**src/hw/rtl/spbc_pkg.sv**
```systemverilog
package spbc_pkg;

  localparam int StepW = 5;

  // 2*pi in Q3.29, and the reciprocal of 1000 scaled by 2^49
  localparam logic [31:0] TwoPiQ29 = 32'd3373259426;
  localparam logic [39:0] DivRecip = 40'((64'd1 << 49) / 64'd1000);

  localparam logic signed [47:0] Sat47      = 48'sh7FFF_FFFF_FFFF;
  localparam logic signed [31:0] OneQ16     = 32'sd65536;
  localparam logic signed [31:0] RevThresh  = 32'sd26214400;  // 400.0 in Q16.16
  localparam logic signed [31:0] CtrlThresh = 32'sd32768000;  // 500.0 in Q16.16
  localparam logic [15:0]        CntMax     = 16'hFFFF;
  localparam logic [10:0]        DivBy      = 11'd1000;
  localparam logic [48:0]        RoundHalf  = 49'd500;

  typedef enum logic [2:0] {
    REG_PROP_GAIN     = 3'd0,
    REG_INTEG_GAIN    = 3'd1,
    REG_BACKCALC_GAIN = 3'd2,
    REG_OUTPUT_LIMIT  = 3'd3
  } cfg_reg_t;

  typedef enum logic [1:0] {
    CLAMP_NONE = 2'd0,
    CLAMP_HIGH = 2'd1,
    CLAMP_LOW  = 2'd2
  } clamp_t;

  typedef enum logic {
    ST_IDLE,
    ST_RUN
  } seq_state_t;

  typedef enum logic [1:0] {
    MA_REF,
    MA_MAG_LO,
    MA_MAG_HI
  } mula_t;

  typedef enum logic [2:0] {
    MB_TWOPI_LO,
    MB_TWOPI_HI,
    MB_KP,
    MB_KB,
    MB_KI,
    MB_RECIP_LO,
    MB_RECIP_HI
  } mulb_t;

  typedef enum logic [2:0] {
    ACC_HOLD,
    ACC_LOAD,
    ACC_ADD24,
    ACC_ADD32,
    ACC_ADD56
  } acc_op_t;

  typedef enum logic [3:0] {
    ALU_NOP,
    ALU_ROUND,
    ALU_PEN,
    ALU_SUM,
    ALU_UNC,
    ALU_CLAMP,
    ALU_DIFF,
    ALU_BC,
    ALU_KI,
    ALU_DIVPREP,
    ALU_QUOT,
    ALU_FIX,
    ALU_INTEG
  } alu_op_t;

  typedef enum logic [1:0] {
    NX_NEXT,
    NX_SKIP_PEN,
    NX_WAIT_OUT,
    NX_END
  } next_t;

  typedef struct packed {
    mula_t            mul_a;
    mulb_t            mul_b;
    acc_op_t          acc;
    alu_op_t          alu;
    next_t            nx;
    logic [StepW-1:0] target;
  } uword_t;

  localparam logic [StepW-1:0] StepSum = 5'd5;

  localparam uword_t UopNop = '{
    mul_a:  MA_REF,
    mul_b:  MB_KP,
    acc:    ACC_HOLD,
    alu:    ALU_NOP,
    nx:     NX_NEXT,
    target: '0
  };

  function automatic logic signed [47:0] sat47(input logic signed [48:0] v);
    logic signed [48:0] lim;
    lim = $signed({1'b0, Sat47});
    if (v > lim) begin
      sat47 = Sat47;
    end else if (v < -lim) begin
      sat47 = -Sat47;
    end else begin
      sat47 = v[47:0];
    end
  endfunction

  function automatic logic [48:0] mag49(input logic signed [48:0] v);
    mag49 = v[48] ? 49'(-v) : 49'(v);
  endfunction

  // Control store: one word per step. The multiplier result is registered in the
  // product register, where the accumulator field of the next step's word picks it up.
  function automatic uword_t ucode(input logic [StepW-1:0] step);
    uword_t w;
    w = UopNop;
    case (step)
      5'd0: begin
        w.mul_a = MA_REF;
        w.mul_b = MB_TWOPI_LO;
      end
      5'd1: begin
        w.mul_a = MA_REF;
        w.mul_b = MB_TWOPI_HI;
        w.acc   = ACC_LOAD;
      end
      5'd2: w.acc = ACC_ADD24;
      5'd3: begin
        w.alu    = ALU_ROUND;
        w.nx     = NX_SKIP_PEN;
        w.target = StepSum;
      end
      5'd4: w.alu = ALU_PEN;
      5'd5: w.alu = ALU_SUM;
      5'd6: begin
        w.mul_a = MA_MAG_LO;
        w.mul_b = MB_KP;
      end
      5'd7: begin
        w.mul_a = MA_MAG_HI;
        w.mul_b = MB_KP;
        w.acc   = ACC_LOAD;
      end
      5'd8: w.acc = ACC_ADD32;
      5'd9: w.alu = ALU_UNC;
      5'd10: begin
        w.alu = ALU_CLAMP;
        w.nx  = NX_WAIT_OUT;
      end
      5'd11: w.alu = ALU_DIFF;
      5'd12: begin
        w.mul_a = MA_MAG_LO;
        w.mul_b = MB_KB;
      end
      5'd13: begin
        w.mul_a = MA_MAG_HI;
        w.mul_b = MB_KB;
        w.acc   = ACC_LOAD;
      end
      5'd14: w.acc = ACC_ADD32;
      5'd15: w.alu = ALU_BC;
      5'd16: begin
        w.mul_a = MA_MAG_LO;
        w.mul_b = MB_KI;
      end
      5'd17: begin
        w.mul_a = MA_MAG_HI;
        w.mul_b = MB_KI;
        w.acc   = ACC_LOAD;
      end
      5'd18: w.acc = ACC_ADD32;
      5'd19: w.alu = ALU_KI;
      5'd20: w.alu = ALU_DIVPREP;
      5'd21: begin
        w.mul_a = MA_MAG_LO;
        w.mul_b = MB_RECIP_LO;
      end
      5'd22: begin
        w.mul_a = MA_MAG_LO;
        w.mul_b = MB_RECIP_HI;
        w.acc   = ACC_LOAD;
      end
      5'd23: begin
        w.mul_a = MA_MAG_HI;
        w.mul_b = MB_RECIP_LO;
        w.acc   = ACC_ADD24;
      end
      5'd24: begin
        w.mul_a = MA_MAG_HI;
        w.mul_b = MB_RECIP_HI;
        w.acc   = ACC_ADD32;
      end
      5'd25: w.acc = ACC_ADD56;
      5'd26: w.alu = ALU_QUOT;
      5'd27: w.alu = ALU_FIX;
      5'd28: begin
        w.alu = ALU_INTEG;
        w.nx  = NX_END;
      end
      default: w.nx = NX_END;
    endcase
    return w;
  endfunction

endpackage

```
**src/hw/rtl/spbc_datapath.sv**
```systemverilog
module spbc_datapath
  import spbc_pkg::*;
(
  input  logic               clk,
  input  logic               rst_n,
  input  logic               load,
  input  logic signed [31:0] ref_speed_hz,
  input  logic signed [31:0] feedback_rad_s,
  input  logic [23:0]        prop_gain,
  input  logic [23:0]        integ_gain,
  input  logic [23:0]        backcalc_gain,
  input  logic [30:0]        output_limit,
  input  uword_t             ctl,
  output logic               no_pen,
  output logic signed [31:0] clamp_drive,
  output clamp_t             clamp_code
);

  logic signed [31:0] ref_r;
  logic signed [31:0] fb_r;
  logic [48:0]        mag_r;
  logic               neg_r;
  logic signed [47:0] err_r;
  logic signed [47:0] unc_r;
  logic signed [31:0] drive_r;
  logic signed [48:0] inc_r;
  logic [39:0]        q_r;
  logic [15:0]        pen_cnt_r;
  logic               pen_sub_r;
  logic [55:0]        prod_r;
  logic [88:0]        acc_r;
  logic [88:0]        acc_nxt;
  logic signed [47:0] integ_r;
  logic signed [47:0] integ_nxt;
  logic [15:0]        cnt_r;
  logic [15:0]        cnt_nxt;

  logic [31:0]        ref_mag;
  logic [31:0]        op_a;
  logic [23:0]        op_b;
  logic               rev_fwd;
  logic               rev_bwd;
  logic               fb_big;
  logic [15:0]        cnt_inc;
  logic signed [64:0] prod_signed;
  logic signed [64:0] prod_rnd;
  logic signed [47:0] err_round;
  logic [22:0]        pen_x100;
  logic signed [47:0] pen_amt;
  logic signed [47:0] err_pen;
  logic signed [47:0] sum_sat;
  logic [54:0]        gain_raw;
  logic [46:0]        gain_mag;
  logic signed [47:0] gain_term;
  logic signed [47:0] lim48;
  logic signed [47:0] drive48;
  logic signed [47:0] diff_sat;
  logic [10:0]        q_x1000;
  logic [10:0]        rem;
  logic signed [48:0] q_signed;

  always_comb begin
    ref_mag = ref_r[31] ? (~ref_r + 32'd1) : ref_r;

    case (ctl.mul_a)
      MA_REF:    op_a = ref_mag;
      MA_MAG_LO: op_a = mag_r[31:0];
      MA_MAG_HI: op_a = {15'b0, mag_r[48:32]};
      default:   op_a = '0;
    endcase

    case (ctl.mul_b)
      MB_TWOPI_LO: op_b = TwoPiQ29[23:0];
      MB_TWOPI_HI: op_b = {16'b0, TwoPiQ29[31:24]};
      MB_KP:       op_b = prop_gain;
      MB_KB:       op_b = backcalc_gain;
      MB_KI:       op_b = integ_gain;
      MB_RECIP_LO: op_b = DivRecip[23:0];
      MB_RECIP_HI: op_b = {8'b0, DivRecip[39:24]};
      default:     op_b = '0;
    endcase

    case (ctl.acc)
      ACC_LOAD:  acc_nxt = {33'b0, prod_r};
      ACC_ADD24: acc_nxt = acc_r + ({33'b0, prod_r} << 24);
      ACC_ADD32: acc_nxt = acc_r + ({33'b0, prod_r} << 32);
      ACC_ADD56: acc_nxt = acc_r + ({33'b0, prod_r} << 56);
      default:   acc_nxt = acc_r;
    endcase
  end

  // Reverse-rotation detection on the captured item
  always_comb begin
    rev_fwd = (ref_r > OneQ16) && (fb_r < -RevThresh);
    rev_bwd = (ref_r < -OneQ16) && (fb_r > RevThresh);
    fb_big  = (fb_r > CtrlThresh) || (fb_r < -CtrlThresh);
    no_pen  = !(rev_fwd || rev_bwd);
    cnt_inc = (cnt_r == CntMax) ? cnt_r : cnt_r + 16'd1;
  end

  always_comb begin
    // round 2*pi*ref back to Q16.16, ties toward +inf
    prod_signed = ref_r[31] ? -$signed({1'b0, acc_r[63:0]}) : $signed({1'b0, acc_r[63:0]});
    prod_rnd    = prod_signed + 65'sd268435456;
    err_round   = 48'($signed(prod_rnd[64:29])) - 48'(fb_r);

    pen_x100 = ({7'b0, pen_cnt_r} << 6) + ({7'b0, pen_cnt_r} << 5) + ({7'b0, pen_cnt_r} << 2);
    pen_amt  = $signed({9'b0, pen_x100, 16'b0});
    // error stays well inside 2^40 here, no saturation needed
    err_pen  = pen_sub_r ? (err_r - pen_amt) : (err_r + pen_amt);

    sum_sat = sat47(49'(err_r) + 49'(integ_r));

    // gain product: drop 16 fraction bits, saturate, restore sign
    gain_raw  = acc_r[70:16];
    gain_mag  = (gain_raw > 55'(Sat47)) ? Sat47[46:0] : gain_raw[46:0];
    gain_term = neg_r ? -$signed({1'b0, gain_mag}) : $signed({1'b0, gain_mag});

    lim48 = $signed({17'b0, output_limit});
    if (unc_r > lim48) begin
      drive48    = lim48;
      clamp_code = CLAMP_HIGH;
    end else if (unc_r < -lim48) begin
      drive48    = -lim48;
      clamp_code = CLAMP_LOW;
    end else begin
      drive48    = unc_r;
      clamp_code = CLAMP_NONE;
    end
    clamp_drive = drive48[31:0];

    diff_sat = sat47(49'(drive_r) - 49'(unc_r));

    // quotient estimate is at most one low; the true remainder fits 11 bits
    q_x1000 = (q_r[10:0] << 10) - (q_r[10:0] << 4) - (q_r[10:0] << 3);
    rem     = mag_r[10:0] - q_x1000;

    q_signed = neg_r ? -$signed({9'b0, q_r}) : $signed({9'b0, q_r});
  end

  always_comb begin
    integ_nxt = integ_r;
    cnt_nxt   = cnt_r;
    case (ctl.alu)
      ALU_ROUND: cnt_nxt = ((rev_fwd || rev_bwd) && !fb_big) ? cnt_inc : '0;
      ALU_INTEG: integ_nxt = sat47(49'(integ_r) + q_signed);
      default: ;
    endcase
  end

  always_ff @(posedge clk) begin
    if (!rst_n) begin
      integ_r <= '0;
      cnt_r   <= '0;
    end else begin
      integ_r <= integ_nxt;
      cnt_r   <= cnt_nxt;
    end
  end

  always_ff @(posedge clk) begin
    if (load) begin
      ref_r <= ref_speed_hz;
      fb_r  <= feedback_rad_s;
    end
    prod_r <= {24'b0, op_a} * {32'b0, op_b};
    acc_r  <= acc_nxt;
    case (ctl.alu)
      ALU_ROUND: begin
        err_r     <= err_round;
        pen_cnt_r <= cnt_inc;
        pen_sub_r <= rev_fwd;
      end
      ALU_PEN: err_r <= err_pen;
      ALU_SUM: begin
        mag_r <= mag49(49'(sum_sat));
        neg_r <= sum_sat[47];
      end
      ALU_UNC:   unc_r <= gain_term;
      ALU_CLAMP: drive_r <= clamp_drive;
      ALU_DIFF: begin
        mag_r <= mag49(49'(diff_sat));
        neg_r <= diff_sat[47];
      end
      ALU_BC: begin
        inc_r <= 49'(gain_term);
        mag_r <= mag49(49'(err_r));
        neg_r <= err_r[47];
      end
      ALU_KI: inc_r <= inc_r + 49'(gain_term);
      ALU_DIVPREP: begin
        mag_r <= mag49(inc_r) + RoundHalf;
        neg_r <= inc_r[48];
      end
      ALU_QUOT: q_r <= acc_r[88:49];
      ALU_FIX: begin
        if (rem >= DivBy) begin
          q_r <= q_r + 40'd1;
        end
      end
      default: ;
    endcase
  end

endmodule

```
**src/hw/rtl/speed_pi_backcalc_antiwindup_unit.sv**
```systemverilog
// Channel  Direction  Handshake         Payload
// in       input      in_valid/in_stall in_ref_speed_hz, in_feedback_rad_s
// out      output     out_valid/out_stall out_drive_out, out_clamp_state
// cfg      input      cfg_valid/cfg_ready cfg_index, cfg_data
//
// One item at a time: the control store walks one shared 32x24 multiplier through
// the 2*pi, three gain and divide-by-1000 products, skipping the penalty step when
// no reverse-rotation penalty applies. The result is registered at step 10; the
// program holds there while an earlier result is still stalled. Reset clears the
// integrator, penalty counter, gains and output limit.
module speed_pi_backcalc_antiwindup_unit
  import spbc_pkg::*;
(
  input  logic               clk,
  input  logic               rst_n,
  input  logic               in_valid,
  output logic               in_stall,
  input  logic signed [31:0] in_ref_speed_hz,
  input  logic signed [31:0] in_feedback_rad_s,
  output logic               out_valid,
  input  logic               out_stall,
  output logic signed [31:0] out_drive_out,
  output logic [1:0]         out_clamp_state,
  input  logic               cfg_valid,
  output logic               cfg_ready,
  input  logic [2:0]         cfg_index,
  input  logic [31:0]        cfg_data
);

  seq_state_t         state_r;
  seq_state_t         state_nxt;
  logic [StepW-1:0]   step_r;
  logic [StepW-1:0]   step_nxt;
  uword_t             uw;
  uword_t             ctl;
  logic               go;
  logic               in_accept;
  logic               no_pen;
  logic signed [31:0] clamp_drive;
  clamp_t             clamp_code;

  logic [23:0]        prop_gain_r;
  logic [23:0]        integ_gain_r;
  logic [23:0]        backcalc_gain_r;
  logic [30:0]        output_limit_r;

  logic               out_valid_r;
  logic signed [31:0] out_drive_r;
  logic [1:0]         out_state_r;

  assign in_stall  = (state_r != ST_IDLE);
  assign in_accept = in_valid && !in_stall;
  assign cfg_ready = 1'b1;

  assign out_valid       = out_valid_r;
  assign out_drive_out   = out_drive_r;
  assign out_clamp_state = out_state_r;

  always_comb begin
    uw        = ucode(step_r);
    go        = !((uw.nx == NX_WAIT_OUT) && out_valid_r && out_stall);
    state_nxt = state_r;
    step_nxt  = step_r;
    ctl       = UopNop;
    case (state_r)
      ST_IDLE: begin
        if (in_accept) begin
          state_nxt = ST_RUN;
          step_nxt  = '0;
        end
      end
      ST_RUN: begin
        if (go) begin
          ctl = uw;
        end
        case (uw.nx)
          NX_NEXT:     step_nxt = step_r + 1'b1;
          NX_SKIP_PEN: step_nxt = no_pen ? uw.target : step_r + 1'b1;
          NX_WAIT_OUT: step_nxt = go ? step_r + 1'b1 : step_r;
          NX_END: begin
            state_nxt = ST_IDLE;
            step_nxt  = '0;
          end
          default: step_nxt = step_r + 1'b1;
        endcase
      end
      default: state_nxt = ST_IDLE;
    endcase
  end

  always_ff @(posedge clk) begin
    if (!rst_n) begin
      state_r <= ST_IDLE;
      step_r  <= '0;
    end else begin
      state_r <= state_nxt;
      step_r  <= step_nxt;
    end
  end

  always_ff @(posedge clk) begin
    if (!rst_n) begin
      prop_gain_r     <= '0;
      integ_gain_r    <= '0;
      backcalc_gain_r <= '0;
      output_limit_r  <= '0;
    end else if (cfg_valid && cfg_ready) begin
      case (cfg_index)
        REG_PROP_GAIN:     prop_gain_r     <= cfg_data[23:0];
        REG_INTEG_GAIN:    integ_gain_r    <= cfg_data[23:0];
        REG_BACKCALC_GAIN: backcalc_gain_r <= cfg_data[23:0];
        REG_OUTPUT_LIMIT:  output_limit_r  <= cfg_data[30:0];
        default: ;
      endcase
    end
  end

  // Output slot: load on the clamp step, drop once taken
  always_ff @(posedge clk) begin
    if (!rst_n) begin
      out_valid_r <= 1'b0;
    end else if (ctl.alu == ALU_CLAMP) begin
      out_valid_r <= 1'b1;
    end else if (!out_stall) begin
      out_valid_r <= 1'b0;
    end
  end

  always_ff @(posedge clk) begin
    if (ctl.alu == ALU_CLAMP) begin
      out_drive_r <= clamp_drive;
      out_state_r <= clamp_code;
    end
  end

  spbc_datapath u_datapath (
    .clk            (clk),
    .rst_n          (rst_n),
    .load           (in_accept),
    .ref_speed_hz   (in_ref_speed_hz),
    .feedback_rad_s (in_feedback_rad_s),
    .prop_gain      (prop_gain_r),
    .integ_gain     (integ_gain_r),
    .backcalc_gain  (backcalc_gain_r),
    .output_limit   (output_limit_r),
    .ctl            (ctl),
    .no_pen         (no_pen),
    .clamp_drive    (clamp_drive),
    .clamp_code     (clamp_code)
  );

endmodule
```
**config.mk**
```make
export PLATFORM = sky130hd
export DESIGN_NAME = speed_pi_backcalc_antiwindup_unit
export DESIGN_NICKNAME = d
export VERILOG_FILES = /design/src/hw/rtl/spbc_pkg.sv /design/src/hw/rtl/spbc_datapath.sv /design/src/hw/rtl/speed_pi_backcalc_antiwindup_unit.sv
export SDC_FILE = /design/constraint.sdc
export NUM_CORES = 2
export LEC_CHECK = 0
export BUFFER_PORTS_ARGS = -buffer_cell sky130_fd_sc_hd__buf_2
export CORE_ASPECT_RATIO = 1.75
export CORE_UTILIZATION = 25
export DETAILED_ROUTE_END_ITERATION = 10
export GPL_TIMING_DRIVEN = 1
export SYNTH_ARGS = -nofsm -noshare
export SYNTH_HDL_FRONTEND = slang
export SYNTH_SLANG_ARGS = --single-unit
export TNS_END_PERCENT = 30
```
**constraint.sdc**
```tcl
create_clock -name clk -period 9 [get_ports clk]
set_input_delay 0.45 -clock clk [delete_from_list [all_inputs] [get_ports clk]]
set_output_delay 0.45 -clock clk [all_outputs]
set_load 0.1 [all_outputs]
```
==> metrics.md <==
| Metric | Value |
|---|---|
| Gpl congestion | 1.04 |
| Shortest period the worst path allows | 9.94 ns |
| Chip Width | 456 um |
| WHS Path Cells | 1 |
| Worst max-slew margin expressed relative to the limit | -3.37% |
| Via density per instance | 5.28 |
| Maximum achievable frequency | 0.101 GHz |
| Final sum of negative setup slack | -12.58 ns |
| Avg Cell Area, Syn | 8.15 um^2 |
| Global routing usage on met3 | 2.67% |
| Delay of the slowest cell on the worst path | 0.58 ns |
| Run status | finished with violations |
| Power Density | 232 mW/mm^2 |
| Category of the critical setup timing path | register to register |
| Via count | 86,500 |
| Violated checks | max-capacitance violations, max-slew violations, negative setup slack |
| Max Fanout on Critical Path | 3 |
| Final slew viol count | 4 |
| Core Footprint | 0.359 mm^2 |
| Filler cells | 38,600 |
| Number of standard cells in the layout, taps in and fillers out | 16,400 |
| Post-Synthesis Net Count | 12,600 |
| Busiest metal layer after global routing | met2 |
| Most frequent cells in the layout | 1,495 x sky130_fd_sc_hd__nand2_1, 1,095 x sky130_fd_sc_hd__inv_1, 734 x sky130_fd_sc_hd__nor2_1 |
| Hold wc startpoint | in_ref_speed_hz[11] |
| Most common cell after layout, fill and taps aside | sky130_fd_sc_hd__nand2_1 |
| Total Wirelength | 414,000 um |
| VDD IR max | 0.506 mV |
| Crit share post-route | 110% |
| Num CTS Buffers | 76 |
| Cell type of the slowest stage on the worst timing path | sky130_fd_sc_hd__fa_1 |
| CTS Buffer Depth | 3 |
| IO Pins | 141 |
| Wire length of the first global-routing pass | 590,000 um |
| Post-layout nets | 13,100 |
| Total Die Area | 0.363 mm^2 |
| Hold violation total from the final report | 0 |
| Most used DFF post-synth | sky130_fd_sc_hd__edfxtp_1 |
| Post-synth EDFFs | 439 |
| Share of async-settable or async-resettable flops after synthesis | 0% |
| Met1 usage | 20.7% |
| Setup repair after global routing missed its margin | yes |
| Setup crit start | u_datapath.ref_r[8] |
| Post-route clock skew | 0.0403 ns |
| PnR worst setup slack | -0.936 ns |
| Worst reg2reg path endpoint | u_datapath.prod_r[53] |
| Vias in the first global route | 88,000 |
| Slew at the pin with the worst max-slew slack | 1.55 ns |
| Placed wire-length estimate | 341,000 um |
| Data arrival time of the worst path | 10.51 ns |
| Cell at the root of the clock tree | sky130_fd_sc_hd__clkbuf_16 |
| Count of distinct cell types in the synthesized netlist | 102 |
| Cells on worst reg2reg path | 40 |
| Post-route cell area | 0.106 mm^2 |
| Wire per inst | 25.3 um |
| Number of antenna violations at the first check in global routing | 22 |
| End-of-flow core utilization | 29.5% |
| P&R area growth vs syn | 17.4% |
| Total clock sinks | 669 |
| Number of cells in the design after placement | 16,100 |
| Clock tree from TritonCTS | yes |
| Starting density of the core | 25.1% |
| Total of warnings raised by yosys | 0 |
| Total number of placement rows | 291 |
| DR pass1 iterations | 6 |
| Leakage Power | 45.1 nW |
| Element type at the critical path start | register |
| Number of levels in the clock H-tree | 3 |
| Total Power | 24.6 mW |
| GR Util met2 | 41.0% |
| Required time of the critical path | 9.58 ns |
| Worst hold path class | input port to register |
| Final antenna-violating net count | 0 |
| Cell type with the highest occurrence count on the critical path | sky130_fd_sc_hd__fa_1 |
| Hold Path End | u_datapath.ref_r[11] |
| Clock latency on the worst-skew pair | 0.73 ns |
| GRT Resource Usage Total | 22.2% |
| Fraction of final layout cells sized beyond drive strength 1 | 11.9% |
| Final setup violation count | 30 |
| Gate count after technology mapping | 11,100 |
| Setup slack, reg-to-reg | -0.94 ns |
| Clock transition at path regs | 0.06 ns |
| Number of design rule violations left after detail routing | 0 |
| Cell area after placement | 0.102 mm^2 |
| Total standard cell area after synthesis | 0.0902 mm^2 |
| Reg2reg start | u_datapath.ref_r[8] |
| Sequential element share of the synthesized area | 19.7% |
| FF+latch count, synth | 669 |
| Remaining global-route overflow | 0 |
| Maximum number of pins on one net before global-route repair | 110 |
| Count of port buffers added during placement | 138 |
| First-iteration detailed-routing DRC count | 6,122 |
| Element type at the critical path end | register |
| MaxCap Viol Count | 1 |
| Chip Height | 796 um |
## critical path, delay by kind of cell, from the launching register on
family / cells / cell delay (ns)
adders and majority gates: 8 / 3.85
buffers and inverters: 10 / 1.01
AOI/OAI and AO/OA: 6 / 1.66
DFF: 1 / 0.38
xor gates and xnor gates: 2 / 0.25
and+or+nand+nor: 14 / 2.59
## final cells by class
type,instances,area [um^2],share of cell area (%)
multi-input combinational,8794,67500,63.7
sequential,669,17800,16.8
timing repair buffer,949,7810,7.38
tap,4688,5870,5.54
inverter,1107,4160,3.93
clock buffer,89,2060,1.95
clock inverter,53,664,0.628
antenna,16,40.0,0.0378
## kinds of logic after synthesis
group / after synthesis / share of synthesized area, %
other: 1 / 0.00416
AOI/OAI and AO/OA: 2747 / 19.9
and+or+nand+nor: 3731 / 19.4
adders and majority gates: 1414 / 25.3
muxes: 85 / 0.976
DFF: 669 / 19.7
buffers and inverters: 1604 / 6.70
xor gates and xnor gates: 816 / 7.93
## synth_stat cells, types with 76 or more instances
| master | number | area share (%) |
|---|---|---|
| sky130_fd_sc_hd__o21a_1 | 117 | 0.97 |
| sky130_fd_sc_hd__a31oi_1 | 83 | 0.58 |
| sky130_fd_sc_hd__o21ai_0 | 609 | 3.4 |
| sky130_fd_sc_hd__nand2b_1 | 96 | 0.67 |
| sky130_fd_sc_hd__o31ai_1 | 85 | 0.71 |
| sky130_fd_sc_hd__dfxtp_1 | 230 | 5.1 |
| sky130_fd_sc_hd__nand4_1 | 141 | 0.98 |
| sky130_fd_sc_hd__xnor2_1 | 510 | 5.0 |
| sky130_fd_sc_hd__fa_1 | 686 | 15 |
| sky130_fd_sc_hd__a21o_1 | 241 | 2.0 |
| sky130_fd_sc_hd__nor2b_1 | 110 | 0.76 |
| sky130_fd_sc_hd__and3_1 | 110 | 0.76 |
| sky130_fd_sc_hd__nor4_1 | 76 | 0.53 |
| sky130_fd_sc_hd__edfxtp_1 | 439 | 15 |
| sky130_fd_sc_hd__a21boi_0 | 149 | 1.2 |
| sky130_fd_sc_hd__nor2_1 | 757 | 3.2 |
| sky130_fd_sc_hd__clkbuf_1 | 450 | 1.9 |
| sky130_fd_sc_hd__inv_1 | 1106 | 4.6 |
| sky130_fd_sc_hd__or3_1 | 111 | 0.77 |
| sky130_fd_sc_hd__xor2_1 | 306 | 3.0 |
| sky130_fd_sc_hd__nor3_1 | 215 | 1.2 |
| sky130_fd_sc_hd__nand3_1 | 225 | 1.2 |
| sky130_fd_sc_hd__and2_1 | 154 | 1.1 |
| sky130_fd_sc_hd__nand2_1 | 1505 | 6.3 |
| sky130_fd_sc_hd__a21oi_1 | 677 | 3.8 |
| sky130_fd_sc_hd__ha_1 | 724 | 10 |
## through the flow
step | setup slack, ns | hold slack [ns]
6_report | -0.936 | 0.0227
2_1_floorplan | -0.427 | 0.440
4_1_cts | -0.967 | 0.0000133
5_1_grt | -1.33 | 0.00632
3_3_place_gp | -1.77 | 0.452
3_5_place_dp | -1.71 | 0.459
## what timing repair did
| action | 4_1_cts | 5_1_grt |
|---|---|---|
| endpoints found under the setup margin | 34 | 33 |
| gates cloned | 0 | 0 |
| hold buffers | 64 | 0 |
| gates resized for setup | 71 | 61 |
| setup buffers | 16 | 11 |
| hold endpoints to repair | 64 | 0 |
| pin swaps | 31 | 50 |
## worst max path at each step
| stage | end | cells after the start |
|---|---|---|
| 2_1_floorplan | u_datapath.prod_r[55] | 42 |
| 3_3_place_gp | u_datapath.prod_r[55] | 40 |
| 3_5_place_dp | u_datapath.prod_r[55] | 40 |
| 4_1_cts | u_datapath.prod_r[55] | 42 |
| 5_1_grt | u_datapath.prod_r[55] | 41 |
| 6_report | u_datapath.prod_r[53] | 40 |
## state kept, by name, summed over array words and instances, names as in the netlist
name	flops
u_datapath.pen_cnt_r	16
out_clamp_state	2
in_stall	1
out_valid	1
u_datapath.q_r	40
u_datapath.mag_r	49
step_r	5
u_datapath.fb_r	32
u_datapath.ref_r	32
u_datapath.integ_r	48
u_datapath.neg_r	1
prop_gain_r	24
u_datapath.cnt_r	16
u_datapath.unc_r	48
u_datapath.inc_r	49
u_datapath.err_r	48
u_datapath.prod_r	56
backcalc_gain_r	24
integ_gain_r	24
u_datapath.acc_r	89
u_datapath.drive_r	32
u_datapath.pen_sub_r	1
output_limit_r	31
## report_power, final
part | internal, mW | total, mW | leakage, nW | switching (mW)
registers | 3.58 | 4.12 | 5.91 | 0.535
logic | 7.50 | 17.0 | 37.9 | 9.51
clock network | 1.97 | 3.49 | 1.32 | 1.52
total | 13.0 | 24.6 | 45.1 | 11.6
## metal layers
| layer | routed length [um] | vias up |
|---|---|---|
| met3 | 19200 | 1335 |
| met4 | 49600 | 6 |
| li1 | - | 39700 |
| met1 | 133000 | 42300 |
| met5 | 42 | - |
| met2 | 213000 | 3219 |
No activity file was read; power rests on OpenSTA's default activity.
